[src/aff_pkg.sv]
// Shared types and constants for the affine warp bilinear sampler.
package aff_pkg;

    localparam int IMG_SIZE_DEF = 512;

    localparam int COORD_W = 9;
    localparam int PIX_W   = 8;
    localparam int COEF_W  = 18;
    localparam int OFF_W   = 29;
    localparam int FRAC_W  = 16;
    // Q.16 source position: |coef*coord| < 2^26, two of them plus offset stay below 2^30
    localparam int POS_W   = 31;
    localparam int PROD_W  = COEF_W + COORD_W + 1;

    localparam int CFG_IDX_W  = 3;
    localparam int CFG_DATA_W = OFF_W;

    localparam logic [CFG_IDX_W-1:0] REG_COEF_ROW_ROW = 3'd0;
    localparam logic [CFG_IDX_W-1:0] REG_COEF_ROW_COL = 3'd1;
    localparam logic [CFG_IDX_W-1:0] REG_OFFSET_ROW   = 3'd2;
    localparam logic [CFG_IDX_W-1:0] REG_COEF_COL_ROW = 3'd3;
    localparam logic [CFG_IDX_W-1:0] REG_COEF_COL_COL = 3'd4;
    localparam logic [CFG_IDX_W-1:0] REG_OFFSET_COL   = 3'd5;

    localparam logic MODE_WRITE = 1'b0;
    localparam logic MODE_QUERY = 1'b1;

    typedef struct packed {
        logic signed [COEF_W-1:0] row_row;
        logic signed [COEF_W-1:0] row_col;
        logic signed [OFF_W-1:0]  off_row;
        logic signed [COEF_W-1:0] col_row;
        logic signed [COEF_W-1:0] col_col;
        logic signed [OFF_W-1:0]  off_col;
    } coef_t;

    typedef struct packed {
        logic               mode;
        logic [COORD_W-1:0] row;
        logic [COORD_W-1:0] col;
        logic [PIX_W-1:0]   pixel;
    } item_t;

    // Per-query side information that travels next to the fetched pixels
    typedef struct packed {
        logic [COORD_W-1:0] row;
        logic [COORD_W-1:0] col;
        logic               in_img;
        logic               has_r;
        logic               has_c;
        logic               tr0;
        logic               tc0;
        logic [FRAC_W-1:0]  fr;
        logic [FRAC_W-1:0]  fc;
    } fetch_t;

endpackage

[src/aff_map.sv]
// Two-stage affine coordinate mapping to a Q.16 source position.
module aff_map (
    input  logic                          aclk,
    input  logic                          aresetn,
    input  logic                          en,
    input  logic                          in_valid,
    input  aff_pkg::item_t                in_item,
    input  aff_pkg::coef_t                coef,
    output logic                          out_valid,
    output aff_pkg::item_t                out_item,
    output logic signed [aff_pkg::POS_W-1:0] out_sr,
    output logic signed [aff_pkg::POS_W-1:0] out_sc
);

    logic signed [aff_pkg::COORD_W:0]  row_s;
    logic signed [aff_pkg::COORD_W:0]  col_s;

    logic                               v1_reg;
    aff_pkg::item_t                     item1_reg;
    logic signed [aff_pkg::PROD_W-1:0]  p_rr_reg, p_rc_reg, p_cr_reg, p_cc_reg;
    logic signed [aff_pkg::PROD_W-1:0]  p_rr_next, p_rc_next, p_cr_next, p_cc_next;

    logic                               v2_reg;
    aff_pkg::item_t                     item2_reg;
    logic signed [aff_pkg::POS_W-1:0]   sr_reg, sc_reg, sr_next, sc_next;

    assign row_s = $signed({1'b0, in_item.row});
    assign col_s = $signed({1'b0, in_item.col});

    always_comb begin
        p_rr_next = coef.row_row * row_s;
        p_rc_next = coef.row_col * col_s;
        p_cr_next = coef.col_row * row_s;
        p_cc_next = coef.col_col * col_s;
        sr_next = aff_pkg::POS_W'(p_rr_reg) + aff_pkg::POS_W'(p_rc_reg)
                + aff_pkg::POS_W'(coef.off_row);
        sc_next = aff_pkg::POS_W'(p_cr_reg) + aff_pkg::POS_W'(p_cc_reg)
                + aff_pkg::POS_W'(coef.off_col);
    end

    always_ff @(posedge aclk) begin
        if (!aresetn) begin
            v1_reg <= 1'b0;
            v2_reg <= 1'b0;
        end else if (en) begin
            v1_reg <= in_valid;
            v2_reg <= v1_reg;
        end
    end

    always_ff @(posedge aclk) begin
        if (en) begin
            item1_reg <= in_item;
            p_rr_reg  <= p_rr_next;
            p_rc_reg  <= p_rc_next;
            p_cr_reg  <= p_cr_next;
            p_cc_reg  <= p_cc_next;
            item2_reg <= item1_reg;
            sr_reg    <= sr_next;
            sc_reg    <= sc_next;
        end
    end

    assign out_valid = v2_reg;
    assign out_item  = item2_reg;
    assign out_sr    = sr_reg;
    assign out_sc    = sc_reg;

endmodule

[config.mk]
export PLATFORM = sky130hd
export DESIGN_NAME = aff_map
export DESIGN_NICKNAME = d
export VERILOG_FILES = /design/src/aff_pkg.sv /design/src/aff_map.sv
export SDC_FILE = /design/constraint.sdc
export NUM_CORES = 2
export LEC_CHECK = 0
export ABC_AREA = 0
export ABC_CLOCK_PERIOD_IN_PS = 7700
export BUFFER_PORTS_ARGS = -buffer_cell sky130_fd_sc_hd__buf_4
export CAP_MARGIN = 20
export CORE_ASPECT_RATIO = 0.8
export CORE_MARGIN = 3
export CORE_UTILIZATION = 25
export CTS_CLUSTER_DIAMETER = 60
export DETAILED_ROUTE_END_ITERATION = 8
export SKIP_LAST_GASP = 1
export SYNTH_ARGS = -nofsm -noshare
export SYNTH_HDL_FRONTEND = slang
export SYNTH_SLANG_ARGS = --single-unit
[constraint.sdc]
create_clock -name aclk -period 7.7 [get_ports aclk]
set_input_delay 0.385 -clock aclk [delete_from_list [all_inputs] [get_ports aclk]]
set_output_delay 0.385 -clock aclk [all_outputs]
set_load 0.02 [all_outputs]
== Word-level counts from Yosys, hierarchy flattened ==
Cells that the tools add are included.
Word-level totals
  bits in registers: 230
  input bits: 161
  word-level logic and storage cells: 24
  output and inout port bits: 90
Cells by class
  add/sub/neg operators: 4
  multiply operators: 4
Operators with widths (number)
  18-bit by 10-bit multiplier with 28-bit output: 4
  29-bit by 29-bit adder with 30-bit output: 2
  28-bit by 28-bit adder with 29-bit output: 2

== Logic depth before layout (Yosys ltp) ==
  depth in word-level cells: 2
  mapped depth: 23
  mapped depth without buffers: 21

== Least setup slack after synthesis ==
Ideal clock, no wire load.
  path type: input port to flip-flop
  start point: input in_item[18] (netlist bit)
  end point: register p_cr_reg[26] (netlist bit), data pin
  buffers on the path: 2
  setup time: 0.258 ns
  slack: 1.903 ns
  required time: 7.442 ns
  arrival time: 5.539 ns
  stages on the path: 21
  cells stage by stage: clkbuf_1 clkbuf_1 nand2_1 fa_1 inv_1 fa_1 fa_1 fa_1 inv_1 fa_1 inv_1 ha_1 a211oi_1 o211ai_1 a41oi_2 o21ai_2 a2111oi_2 nor3_1 a211o_1 a21oi_2 xnor2_1
On the way
  cells in the longest elaborated chain, start to end: 1
Ends and longest elaborated chain
  start, declared: RTL line aff_map.sv:7  | input aff_pkg::item_t in_item,
  18-bit by 10-bit multiplier with 28-bit output: RTL line aff_map.sv:33  | p_cr_next = coef.col_row * row_s;
  net p_cr_next, one bit: RTL line aff_map.sv:21  | logic signed [aff_pkg::PROD_W-1:0] p_rr_next, p_rc_next, p_cr_next, p_cc_next;
  end signal, assigned: RTL line aff_map.sv:56  | p_cr_reg <= p_cr_next;
  end, declared: RTL line aff_map.sv:20  | logic signed [aff_pkg::PROD_W-1:0] p_rr_reg, p_rc_reg, p_cr_reg, p_cc_reg;
The timed path passes the listed nets, and every way through them passes these cells.
A chain may end at the register's enable or synchronous reset.

== Final worst setup path ==
  start point: input in_item[18] (netlist bit)
  end point: register p_cr_reg[27] (netlist bit), data pin
The elaborated chain is that of the path after synthesis.

==> results.rst <==
.. list-table::
   :header-rows: 1

   * - Metric
     - Value
   * - PwrDens
     - 486.7 nW/µm²
   * - Remaining global-route overflow
     - 0
   * - CP Max Fanout
     - 37
   * - TritonCTS clock tree
     - done
   * - Sequential fraction of design power
     - 15.5%
   * - Most used flip-flop cell after synthesis
     - edfxtp_1
   * - Area added between synthesis and finish
     - 15.18%
   * - Quantity of gates resized following cts
     - 0
   * - Required @ worst endpoint
     - 8.01 ns
   * - Setup slack on the worst flop-to-flop path
     - 3.74 ns
   * - Maximum count of clock buffers along a single path
     - 3
   * - Register area
     - 6827 µm²
   * - Effective utilization at floorplan
     - 25.37%
   * - Startpoint of the worst hold path
     - in_valid
   * - Global-route usage over all layers
     - 12.89%
   * - Net switching power of the design
     - 9.273 mW
   * - Number of buffers created by CTS
     - 37
   * - Crit path DAT
     - 5.96 ns
   * - Root Driver
     - clkbuf_16
   * - Count of final hold-check violations
     - 0
   * - Relative contribution of combinational cells to total power
     - 75.3%
   * - Setup crit end kind
     - flop
   * - Y dimension of the die
     - 336.8 µm
   * - Total of max-cap violations
     - 0
   * - Post-route insts no fill
     - 5387
   * - Ratio of final minimum period to clock period
     - 73.40%
   * - Filler instances
     - 14052
   * - First-pass GRT wire length
     - 142300 µm
   * - Most common library cell in the layout ignoring fill and taps
     - inv_1
   * - Timing-limited maximum frequency
     - 176.9 MHz
   * - Post-Synthesis Net Count
     - 4430
   * - Total die area
     - 141300 µm²
   * - Total instance count after detailed placement
     - 5307
   * - Gpl congestion
     - 0.8320
   * - Number of flops mapped to enable cells by yosys
     - 226
   * - Width of the die
     - 419.5 µm
   * - Int Power
     - 9.901 mW
   * - Synthesis Warnings
     - 0
   * - Synthesized flop and latch total
     - 228
   * - Final setup violation count
     - 0
   * - Core Area
     - 134800 µm²
   * - Sequential-to-total area share from yosys stat
     - 19.96%
   * - Result of the run
     - complete, no violations
   * - Post-synthesis area per instance
     - 10.16 µm²
   * - Post-route DRC
     - 0
   * - Multi-input combinational cell area
     - 24490 µm²
   * - Class of the tightest hold or removal check
     - input pin to flop
   * - Detailed placement HPWL
     - 72910 µm
   * - Wirelength per Cell
     - 16.44 µm
   * - R2R depth
     - 13
   * - Io pins
     - 251
   * - Clock group share of total power
     - 9.2%
   * - RSZ-0062 raised after global routing
     - false
   * - Pins Over Slew Limit
     - 0
   * - Slew of the pin with the lowest slew margin
     - 1.102 ns
   * - Sw Share
     - 48.36%
   * - Setup TNS after final layout
     - 0 ns
   * - Clock transition at the registers of the reported paths
     - 0.06 ns
   * - Endpoint of the worst hold-timing path
     - v1_reg
   * - Number of instances in the synthesized netlist
     - 3365
   * - Cell variety after synth
     - 69
   * - Vias in the first global route
     - 25168
   * - First-pass iteration count of the detailed router
     - 7
   * - Post-route minimum period
     - 5.652 ns
   * - FFs w/ async S/R, synth
     - 0%
   * - Total number of vias
     - 23453
   * - Initial antenna violation count
     - 12
   * - H-tree levels
     - 2
   * - Worst slew slack as a fraction of its limit
     - 26.53%
   * - Summed instance area of the synthesized netlist
     - 34200 µm²
   * - Antenna-violating nets left
     - 0
   * - CP Class
     - input pin to flop
   * - Cell Rows
     - 120
   * - Final Net Count
     - 4652
   * - Clock latency at the later pin of the worst-skew pair
     - 0.60 ns
   * - Number of clock sinks seen by CTS
     - 228
   * - Pleak
     - 18.91 nW
   * - Reg2Reg Launch Point
     - p_cr_reg[1]
   * - Iter 0 DRT Violations
     - 1162
   * - Via density per instance
     - 4.354
   * - Cell depth of the worst min-delay path
     - 3
   * - Worst setup skew after layout
     - 0.04629 ns
   * - IR Drop Worst-Case VDD
     - 0.0002426 V
   * - Final wirelength
     - 88560 µm
   * - FF-to-FF End
     - out_sc[27]
   * - Commonest cells after routing, fill and taps aside
     - 689 x inv_1, 604 x fa_1, 359 x nand2_1
   * - Crit path launch type
     - input pin
   * - Fraction of final layout cells sized beyond drive strength 1
     - 9.237%
   * - Number of buffer cells added on primary ports
     - 250
   * - Maximum number of pins on one net before global-route repair
     - 127
worst max-delay path by stage:
stage | from | endpoint | slack (ns)
floorplan | in_item[18] | p_cr_reg[26] | 1.90
global placement | in_item[18] | p_cr_reg[27] | 1.45
detailed placement | in_item[18] | p_cr_reg[27] | 1.43
CTS | in_item[18] | p_cr_reg[27] | 2.05
global route | in_item[18] | p_cr_reg[27] | 1.73
finish | in_item[18] | p_cr_reg[27] | 2.05
power groups by stage:
stage               Combinational (mW)  Sequential (mW)  Clock, mW
finish                            14.4             2.98       1.76
global route                      16.5             3.04       1.88
CTS                               14.7             3.02       1.84
detailed placement                14.6             3.04          0
global placement                  14.4             3.04          0
floorplan                         10.7             3.10          0
logic make-up (layout without fill, tap and decap cells):
family | Yosys count | after routing | share of synthesized area (%)
simple gates | 905 | 905 | 13.29
fa+ha+maj | 904 | 904 | 46.33
buf+inv | 768 | 1019 | 8.450
compound gates | 391 | 391 | 7.635
flops | 228 | 228 | 19.96
xor+xnor | 166 | 166 | 4.251
mux | 3 | 3 | 0.08780
other cells | 0 | 2 | 0
worst max-delay path, stage by stage:
cell,delay (ns)
buf_4,0.36
nand2_1,0.15
fa_1,0.56
inv_1,0.05
fa_1,0.50
inv_1,0.05
fa_1,0.53
inv_1,0.05
fa_1,0.47
inv_1,0.05
fa_1,0.47
inv_1,0.04
ha_1,0.35
o211ai_1,0.15
a21oi_1,0.19
o41ai_2,0.13
a2111oi_2,0.52
o21ai_1,0.26
o211a_1,0.27
o21bai_1,0.15
a21oi_1,0.10
xnor2_1,0.13
metrics by stage:
stage	utilization [%]	setup WS, ns	instance area, µm²	hold WS (ns)	total power [mW]
2_1_floorplan	-	1.903	34200	0.4003	13.82
3_3_place_gp	28.19	1.445	38010	0.4008	17.40
3_5_place_dp	28.19	1.428	38010	0.4045	17.62
4_1_cts	29.21	2.053	39390	0.003326	19.54
5_1_grt	29.22	1.727	39390	0.04981	21.45
6_report	29.22	2.048	39390	0.06850	19.17
repair_timing:
action                     in CTS  in global routing
hold buffers                   10                  0
setup buffers                   0                  0
hold endpoints to repair       11                  0
setup endpoints to repair       0                  0
cell type report:
type | count | share of cell area (%)
well taps | 1769 | 5.619
multi-input cells | 2369 | 62.16
inverters | 689 | 6.565
repair buffers | 262 | 5.075
flip-flops and latches | 228 | 17.33
diodes | 2 | 0.01270
clock buffers | 40 | 2.433
clock inverters | 28 | 0.8099
synth_stat cells (19+ instances only):
| cell | number | share of area, % |
|---|---|---|
| o21ai_0 | 53 | 0.78 |
| ha_1 | 300 | 11 |
| clkbuf_1 | 73 | 0.80 |
| a21oi_1 | 125 | 1.8 |
| nand3_1 | 22 | 0.32 |
| and2_1 | 352 | 6.4 |
| fa_1 | 604 | 35 |
| o21a_1 | 25 | 0.55 |
| a21o_1 | 54 | 1.2 |
| nor2_1 | 72 | 0.79 |
| xor2_1 | 33 | 0.85 |
| and3_1 | 19 | 0.35 |
| nor3_1 | 21 | 0.31 |
| edfxtp_1 | 226 | 20 |
| xnor2_1 | 133 | 3.4 |
| inv_1 | 689 | 7.6 |
| nand2_1 | 359 | 3.9 |
| o21bai_1 | 20 | 0.44 |
layer usage:
layer,share of wire [%],track usage [%],vias up,wire length (µm)
met3,3.8,1.823,83,3377
met2,51,23.14,426,45070
met5,0.038,0,-,34
li1,-,-,11019,-
met1,43,16.39,11921,38340
met4,2.0,2.801,4,1750
No activity file was read; power rests on OpenSTA's default activity.
