<file path="config.mk">
export PLATFORM = sky130hd
export DESIGN_NAME = aff_blend
export DESIGN_NICKNAME = d
export VERILOG_FILES = /design/src/aff_pkg.sv /design/src/aff_blend.sv
export SDC_FILE = /design/constraint.sdc
export NUM_CORES = 2
export LEC_CHECK = 0
export ABC_CLOCK_PERIOD_IN_PS = 23200
export BUFFER_PORTS_ARGS = -buffer_cell sky130_fd_sc_hd__buf_2
export CORE_MARGIN = 4
export CORE_UTILIZATION = 57
export DETAILED_ROUTE_END_ITERATION = 7
export PLACE_DENSITY = 0.83
export RECOVER_POWER = 50
export SYNTH_ARGS = -nofsm -noshare
export SYNTH_HDL_FRONTEND = slang
export SYNTH_SLANG_ARGS = --single-unit
</file>
<file path="constraint.sdc">
create_clock -name aclk -period 23.2 [get_ports aclk]
set_input_delay 2.32 -clock aclk [delete_from_list [all_inputs] [get_ports aclk]]
set_output_delay 2.32 -clock aclk [all_outputs]
set_load 0.1 [all_outputs]
</file>
<file path="src/aff_pkg.sv">
// Shared types and constants for the affine warp bilinear sampler.
package aff_pkg;

    localparam int IMG_SIZE_DEF = 512;

    localparam int COORD_W = 9;
    localparam int PIX_W   = 8;
    localparam int COEF_W  = 18;
    localparam int OFF_W   = 29;
    localparam int FRAC_W  = 16;
    // Q.16 source position: |coef*coord| < 2^26, two of them plus offset stay below 2^30
    localparam int POS_W   = 31;
    localparam int PROD_W  = COEF_W + COORD_W + 1;

    localparam int CFG_IDX_W  = 3;
    localparam int CFG_DATA_W = OFF_W;

    localparam logic [CFG_IDX_W-1:0] REG_COEF_ROW_ROW = 3'd0;
    localparam logic [CFG_IDX_W-1:0] REG_COEF_ROW_COL = 3'd1;
    localparam logic [CFG_IDX_W-1:0] REG_OFFSET_ROW   = 3'd2;
    localparam logic [CFG_IDX_W-1:0] REG_COEF_COL_ROW = 3'd3;
    localparam logic [CFG_IDX_W-1:0] REG_COEF_COL_COL = 3'd4;
    localparam logic [CFG_IDX_W-1:0] REG_OFFSET_COL   = 3'd5;

    localparam logic MODE_WRITE = 1'b0;
    localparam logic MODE_QUERY = 1'b1;

    typedef struct packed {
        logic signed [COEF_W-1:0] row_row;
        logic signed [COEF_W-1:0] row_col;
        logic signed [OFF_W-1:0]  off_row;
        logic signed [COEF_W-1:0] col_row;
        logic signed [COEF_W-1:0] col_col;
        logic signed [OFF_W-1:0]  off_col;
    } coef_t;

    typedef struct packed {
        logic               mode;
        logic [COORD_W-1:0] row;
        logic [COORD_W-1:0] col;
        logic [PIX_W-1:0]   pixel;
    } item_t;

    // Per-query side information that travels next to the fetched pixels
    typedef struct packed {
        logic [COORD_W-1:0] row;
        logic [COORD_W-1:0] col;
        logic               in_img;
        logic               has_r;
        logic               has_c;
        logic               tr0;
        logic               tc0;
        logic [FRAC_W-1:0]  fr;
        logic [FRAC_W-1:0]  fc;
    } fetch_t;

endpackage

</file>
<file path="src/aff_blend.sv">
// Three-stage bilinear blend with half-up rounding; last stage is the output register.
module aff_blend (
    input  logic                              aclk,
    input  logic                              aresetn,
    input  logic                              en,
    input  logic                              in_valid,
    input  aff_pkg::fetch_t                   in_fetch,
    input  logic [3:0][aff_pkg::PIX_W-1:0]    in_q,
    output logic                              out_valid,
    output logic [aff_pkg::COORD_W-1:0]       out_row,
    output logic [aff_pkg::COORD_W-1:0]       out_col,
    output logic [aff_pkg::PIX_W-1:0]         out_value
);

    localparam int W_W   = aff_pkg::FRAC_W + 1;
    localparam int H_W   = aff_pkg::FRAC_W + aff_pkg::PIX_W;
    localparam int ACC_W = W_W + H_W;
    localparam logic [ACC_W-1:0] HALF_LSB = ACC_W'(64'd1 << (2 * aff_pkg::FRAC_W - 1));

    logic [aff_pkg::PIX_W-1:0] p00, p01, p10, p11;
    logic [W_W-1:0]            gc, fc, gr_next;
    logic [H_W-1:0]            h0_next, h1_next;

    logic                      v4_reg, v5_reg, v6_reg;
    logic [aff_pkg::COORD_W-1:0] row4_reg, col4_reg, row5_reg, col5_reg, row6_reg, col6_reg;
    logic                      in4_reg, in5_reg;
    logic [W_W-1:0]            gr_reg, fr_reg;
    logic [H_W-1:0]            h0_reg, h1_reg;
    logic [ACC_W-1:0]          m0_reg, m1_reg, m0_next, m1_next, acc;
    logic [aff_pkg::PIX_W-1:0] value_reg, value_next;

    always_comb begin
        // map banks back to neighbour positions; drop neighbours past the last row/column
        p00 = in_q[{in_fetch.tr0, in_fetch.tc0}];
        p01 = in_fetch.has_c ? in_q[{in_fetch.tr0, ~in_fetch.tc0}] : '0;
        p10 = in_fetch.has_r ? in_q[{~in_fetch.tr0, in_fetch.tc0}] : '0;
        p11 = (in_fetch.has_r && in_fetch.has_c) ? in_q[{~in_fetch.tr0, ~in_fetch.tc0}] : '0;
        fc      = {1'b0, in_fetch.fc};
        gc      = (W_W'(1) << aff_pkg::FRAC_W) - fc;
        gr_next = (W_W'(1) << aff_pkg::FRAC_W) - {1'b0, in_fetch.fr};
        h0_next = H_W'(gc * p00) + H_W'(fc * p01);
        h1_next = H_W'(gc * p10) + H_W'(fc * p11);
        m0_next = ACC_W'(gr_reg) * ACC_W'(h0_reg);
        m1_next = ACC_W'(fr_reg) * ACC_W'(h1_reg);
        acc     = m0_reg + m1_reg + HALF_LSB;
        value_next = in5_reg ? acc[2*aff_pkg::FRAC_W +: aff_pkg::PIX_W] : '0;
    end

    always_ff @(posedge aclk) begin
        if (!aresetn) begin
            v4_reg <= 1'b0;
            v5_reg <= 1'b0;
            v6_reg <= 1'b0;
        end else if (en) begin
            v4_reg <= in_valid;
            v5_reg <= v4_reg;
            v6_reg <= v5_reg;
        end
    end

    always_ff @(posedge aclk) begin
        if (en) begin
            row4_reg  <= in_fetch.row;
            col4_reg  <= in_fetch.col;
            in4_reg   <= in_fetch.in_img;
            gr_reg    <= gr_next;
            fr_reg    <= {1'b0, in_fetch.fr};
            h0_reg    <= h0_next;
            h1_reg    <= h1_next;
            row5_reg  <= row4_reg;
            col5_reg  <= col4_reg;
            in5_reg   <= in4_reg;
            m0_reg    <= m0_next;
            m1_reg    <= m1_next;
            row6_reg  <= row5_reg;
            col6_reg  <= col5_reg;
            value_reg <= value_next;
        end
    end

    assign out_valid = v6_reg;
    assign out_row   = row6_reg;
    assign out_col   = col6_reg;
    assign out_value = value_reg;

endmodule
</file>
# Word level (Yosys, flattened, before mapping)
# Index checks and enable logic that the tools add are counted.
# Widths: inputs -> output; s select.
# totals
ff_bits	228
out_inout_bits	27
wordCells	48
# classes
addsub	6
mul	6
magnitude_cmp	4
n_mux	11
n_bitwise	2
reduce_logical	1
# ops
op	n
$bmux 8 s2	4
$mux 8	7
$add 24x24->24	2
$mul 16x8->24	2
$mul 17x8->24	2
$add 40x32->40 const B	1
$add 40x40->40	1
$mul 16x24->40	1
$mul 17x24->40	1
$sub 17x16->17 const A	2
$lt 2x3->1 const B	4
$not 1->1	2
$logic_and 1x1->1	1

# Logic depth before layout (Yosys ltp)
# logic_depth
ltp_word	6
depth_mapped	30

# Least setup slack after synthesis
# Ideal clock, no wire load.
# synth_path
path_type	in2reg
from	in in_fetch[33] (netlist bit)
to	reg h1_reg[22], data pin
arrival_time_ns	9.116
t_required_ns	22.942
path_slack_ns	13.827
path_stages	27
path_buffers	4
cell_sequence	clkbuf_1 -> clkbuf_1 -> buf_2 -> mux2_2 -> o211ai_1 -> clkbuf_1 -> nor2_1 -> fa_1 -> inv_1 -> fa_1 -> fa_1 -> inv_1 -> fa_1 -> fa_1 -> inv_1 -> fa_1 -> inv_1 -> ha_1 -> a21o_1 -> a21o_1 -> a21o_1 -> a41o_1 -> o31ai_1 -> a21oi_1 -> a211o_1 -> a21oi_1 -> xnor2_1
# synth_via
elab_chain_cells	6
# synth_lines
item	line_no	source
start: declaration	aff_blend.sv:7	input aff_pkg::fetch_t in_fetch,
$not 1->1 *	aff_blend.sv:36, aff_blend.sv:37	
$bmux 8 s2 (on tied branches)	aff_blend.sv:36, aff_blend.sv:37	
$mux 8 (on tied branches) (2 in a row)	aff_blend.sv:36, aff_blend.sv:37	
$mul 17x8->24 / $mul 16x8->24 (equally long branches)	aff_blend.sv:42	h1_next = H_W'(gc * p10) + H_W'(fc * p11);
$add 24x24->24 *	aff_blend.sv:42	
via h1_next[22]	aff_blend.sv:22	logic [H_W-1:0] h0_next, h1_next;
end signal: assignment	aff_blend.sv:69	h1_reg <= h1_next;
end: declaration	aff_blend.sv:28	logic [H_W-1:0] h0_reg, h1_reg;
# Mark *: on every way through the listed nets, which the timed path passes. The rest lies on a longest branch. The select of a mux whose other input is x is not followed.
# A chain may end at the register's enable or synchronous reset.

# Worst setup path after layout
# layout_path
from	in in_fetch[0] (netlist bit)
to	reg h1_reg[23], data pin
# layout_via
elab_chain_cells	3
# layout_lines
item	line_no	source
$sub 17x16->17	aff_blend.sv:39	gc = (W_W'(1) << aff_pkg::FRAC_W) - fc;
$mul 17x8->24	aff_blend.sv:42	
$add 24x24->24 *	aff_blend.sv:42	
via h1_next[23]	aff_blend.sv:22	
# Mark *: on every way through the listed nets, which the timed path passes. The rest lies on a longest branch.

==> results.sh <==
export IMPL_grt_max_degree=112
export IMPL_numCtsBuffers=26
export IMPL_areaGrowthSynthToFinish_pct=4.68
export IMPL_initial_core_util_pct=57.8
export IMPL_drc=0
export IMPL_finalSetupViolCount=0
export IMPL_vias=37800
export IMPL_core_sq_um=88800
export IMPL_synth_edf_count=224
export IMPL_drv_cap=2
export IMPL_synth_top_area_share_pct=41.4
export IMPL_hold_viol_final=0
export IMPL_layout_drive_gt1_share_pct=3.91
export IMPL_min_path_cells=0
export IMPL_cp_start_kind="input pin"
export IMPL_die_area_sq_um=94800
export IMPL_place_ws_ns=12.77
export IMPL_min_from="row5_reg[0]"
export IMPL_cp_max_fo=25
export IMPL_netlist_instances=5493
export IMPL_avgSynthCellArea_sq_um=9.33
export IMPL_cts_setup_buffers=0
export IMPL_cts_tree="built"
export IMPL_hp_class="reg2reg"
export IMPL_ctsHoldBuffers=0
export IMPL_cts_sinks=227
export IMPL_fin_worst_skew_ns=0.0282
export IMPL_ys_top_cells_by_count="1287 x inv_1, 1060 x fa_1, 894 x nand2_1"
export IMPL_synth_cell_types=73
export IMPL_overflow=0
export IMPL_outcome="finished with violations"
export IMPL_violations="max-capacitance violations, max-slew violations"
export IMPL_clk_path_buf_depth=3
export IMPL_ys_ff_latch=227
export IMPL_final_setup_tns_ns=0
export IMPL_numPortBuffers=117
export IMPL_tightest_slew_ns=6.01
export IMPL_reg2reg_from="fr_reg[10]"
export IMPL_cp_data_required_time_ns=23.48
export IMPL_yosysMostFrequentCell="inv_1"
export IMPL_synthesis_area_sq_um=51300
export IMPL_post_dp_hpwl_um=98600
export IMPL_root_buffer="clkbuf_16"
export IMPL_relSlewSlack_pct=-301
export IMPL_htree_levels=1
export IMPL_drt_wl_total_um=126000
export IMPL_fin_nets=7049
export IMPL_async_flop_share_pct=0
export IMPL_viasPerCell=5.69
export IMPL_clk_insertion_delay_late_ns=0.58
export IMPL_finalCriticalPeriod_ns=10.09
export IMPL_critPathCaptureType="flip-flop"
export IMPL_path_class="in2reg"
export IMPL_die_y_um=308
export IMPL_ys_warn_count=0
export IMPL_finalWeightedCongestion=0.950
export IMPL_grt_pass1_vias=41400
export IMPL_path_clk_slew_ns=0.05
export IMPL_rr_worst_depth=18
export IMPL_synthFlopType="edfxtp_1"
export IMPL_std_cell_rows=109
export IMPL_rrSetupSlack_ns=15.70
export IMPL_grt_total_usage_pct=27.5
export IMPL_timing_rr_end="m1_reg[35]"
export IMPL_antenna_found_initial=6
export IMPL_die_x_um=308
export IMPL_place_area_sq_um=52800
export IMPL_setup_slack_ns=13.11
export IMPL_io_pins=118
export IMPL_final_area_sq_um=53700
export IMPL_first_pass_iters=6
export IMPL_grt_pass1_wl_um=209000
export IMPL_holdPathEnd="out_row[0]"
export IMPL_cp_data_arrival_time_ns=10.38
export IMPL_synth_area_top_cells="fa_1 41%, edfxtp_1 13%, ha_1 11%"
export IMPL_fmax_ghz=0.0991
export IMPL_period_share_pct=43.5
export IMPL_routedWlPerCell_um=19.0
export IMPL_maxSlewViolCount=169
export IMPL_drtAntennaViolNets=0
export IMPL_fill_cells=7101
export IMPL_rsz0062_at_grt="no"
export IMPL_yosysSeqAreaShare_pct=13.2
export IMPL_cts_resized_gates=0
export IMPL_syn_nets=7086
export IMPL_drt_initial_drc_count=3130
export IMPL_synth_top_area_cell="fa_1"
critical path: stages:
cell and delay (ns):
buf_2 0.28, inv_1 0.36, ha_1 0.32, nand2_1 0.16
nor3_1 0.35, nand2_1 0.17, xor2_1 1.05, nand2_1 0.21
fa_1 0.58, fa_1 0.52, fa_1 0.51, inv_1 0.05
fa_1 0.49, fa_1 0.49, inv_1 0.05, fa_1 0.47
inv_1 0.04, ha_1 0.33, nand3_1 0.09, nor2_1 0.17
o21ai_0 0.12, o21ba_2 0.24, o21ai_0 0.27, a31oi_1 0.19
o31ai_1 0.26, a21oi_1 0.12, xnor2_1 0.13
area by class of cell:
class                           instances  area (sq um)  area share [%]
Multi-Input combinational cell       3751         38800            72.3
Clock inverter                         13           193           0.359
Timing Repair Buffer                  163           902            1.68
Tap cell                             1165          1460            2.72
Clock buffer                           35           694            1.29
Antenna cell                            4          10.0          0.0186
Inverter                             1287          4830            9.00
Sequential cell                       227          6790            12.6
logic make-up after synthesis:
| kind of cell | synth area share [%] |
|---|---|
| XOR/XNOR | 2.78 |
| AO/OA/AOI/OAI | 4.90 |
| buffers and inverters | 11.1 |
| flip-flops | 13.2 |
| adder cells (fa/ha/maj) | 52.2 |
| AND/OR/NAND/NOR | 15.0 |
| multiplexers | 0.761 |
cell usage in the layout (no fill, tap or decap), types with 7 or more instances in the layout:
master,instances
a211o_1,8
a211oi_1,11
a21o_1,67
a21oi_1,123
a31oi_1,11
and2_0,10
and2_1,343
and3_1,74
buf_2,97
buf_4,45
clkbuf_1,29
clkbuf_16,26
edfxtp_1,224
fa_1,1060
ha_1,442
inv_1,1287
mux2_2,16
mux2i_1,21
nand2_1,894
nand2b_1,11
nand3_1,30
nand4_1,15
nor2_1,180
nor2b_1,21
nor3_1,43
o211ai_1,8
o21a_1,18
o21ai_0,51
o21ai_1,7
o21bai_1,21
or3_1,8
xnor2_1,115
xor2_1,47
per-layer routing:
metal | vias to the layer above | routed length (um) | GRT usage, % | part of all wire, %
li1 | 16400 | - | - | -
met5 | - | 29 | 0 | 0.023
met4 | 4 | 6840 | 12.5 | 5.4
met1 | 18900 | 46100 | 34.9 | 37
met3 | 489 | 12100 | 4.45 | 9.6
met2 | 1978 | 60900 | 46.8 | 48
through the flow:
stage	utilization, %	instances	hold WS, ns
CTS	60.5	6641	0.420
global route	60.4	6641	0.422
global placement	59.5	6593	0.403
finish	60.5	6645	0.418
detailed placement	59.5	6593	0.405
floorplan	-	5493	0.400
worst max path at each step:
stage	start	endpoint	slack [ns]	cells past startpoint
final	in_fetch[0]	h1_reg[23]	13.11	27
after global routing	in_fetch[0]	h1_reg[23]	12.61	27
after CTS	in_fetch[0]	h1_reg[23]	13.32	27
after detailed placement	in_fetch[0]	h1_reg[23]	12.77	27
after global placement	in_fetch[0]	h1_reg[23]	13.21	27
after floorplan	in_fetch[33]	h1_reg[22]	13.83	27
Power is not shown: default switching activity piles up to over one toggle a cycle in this logic, so the estimate is an artifact.
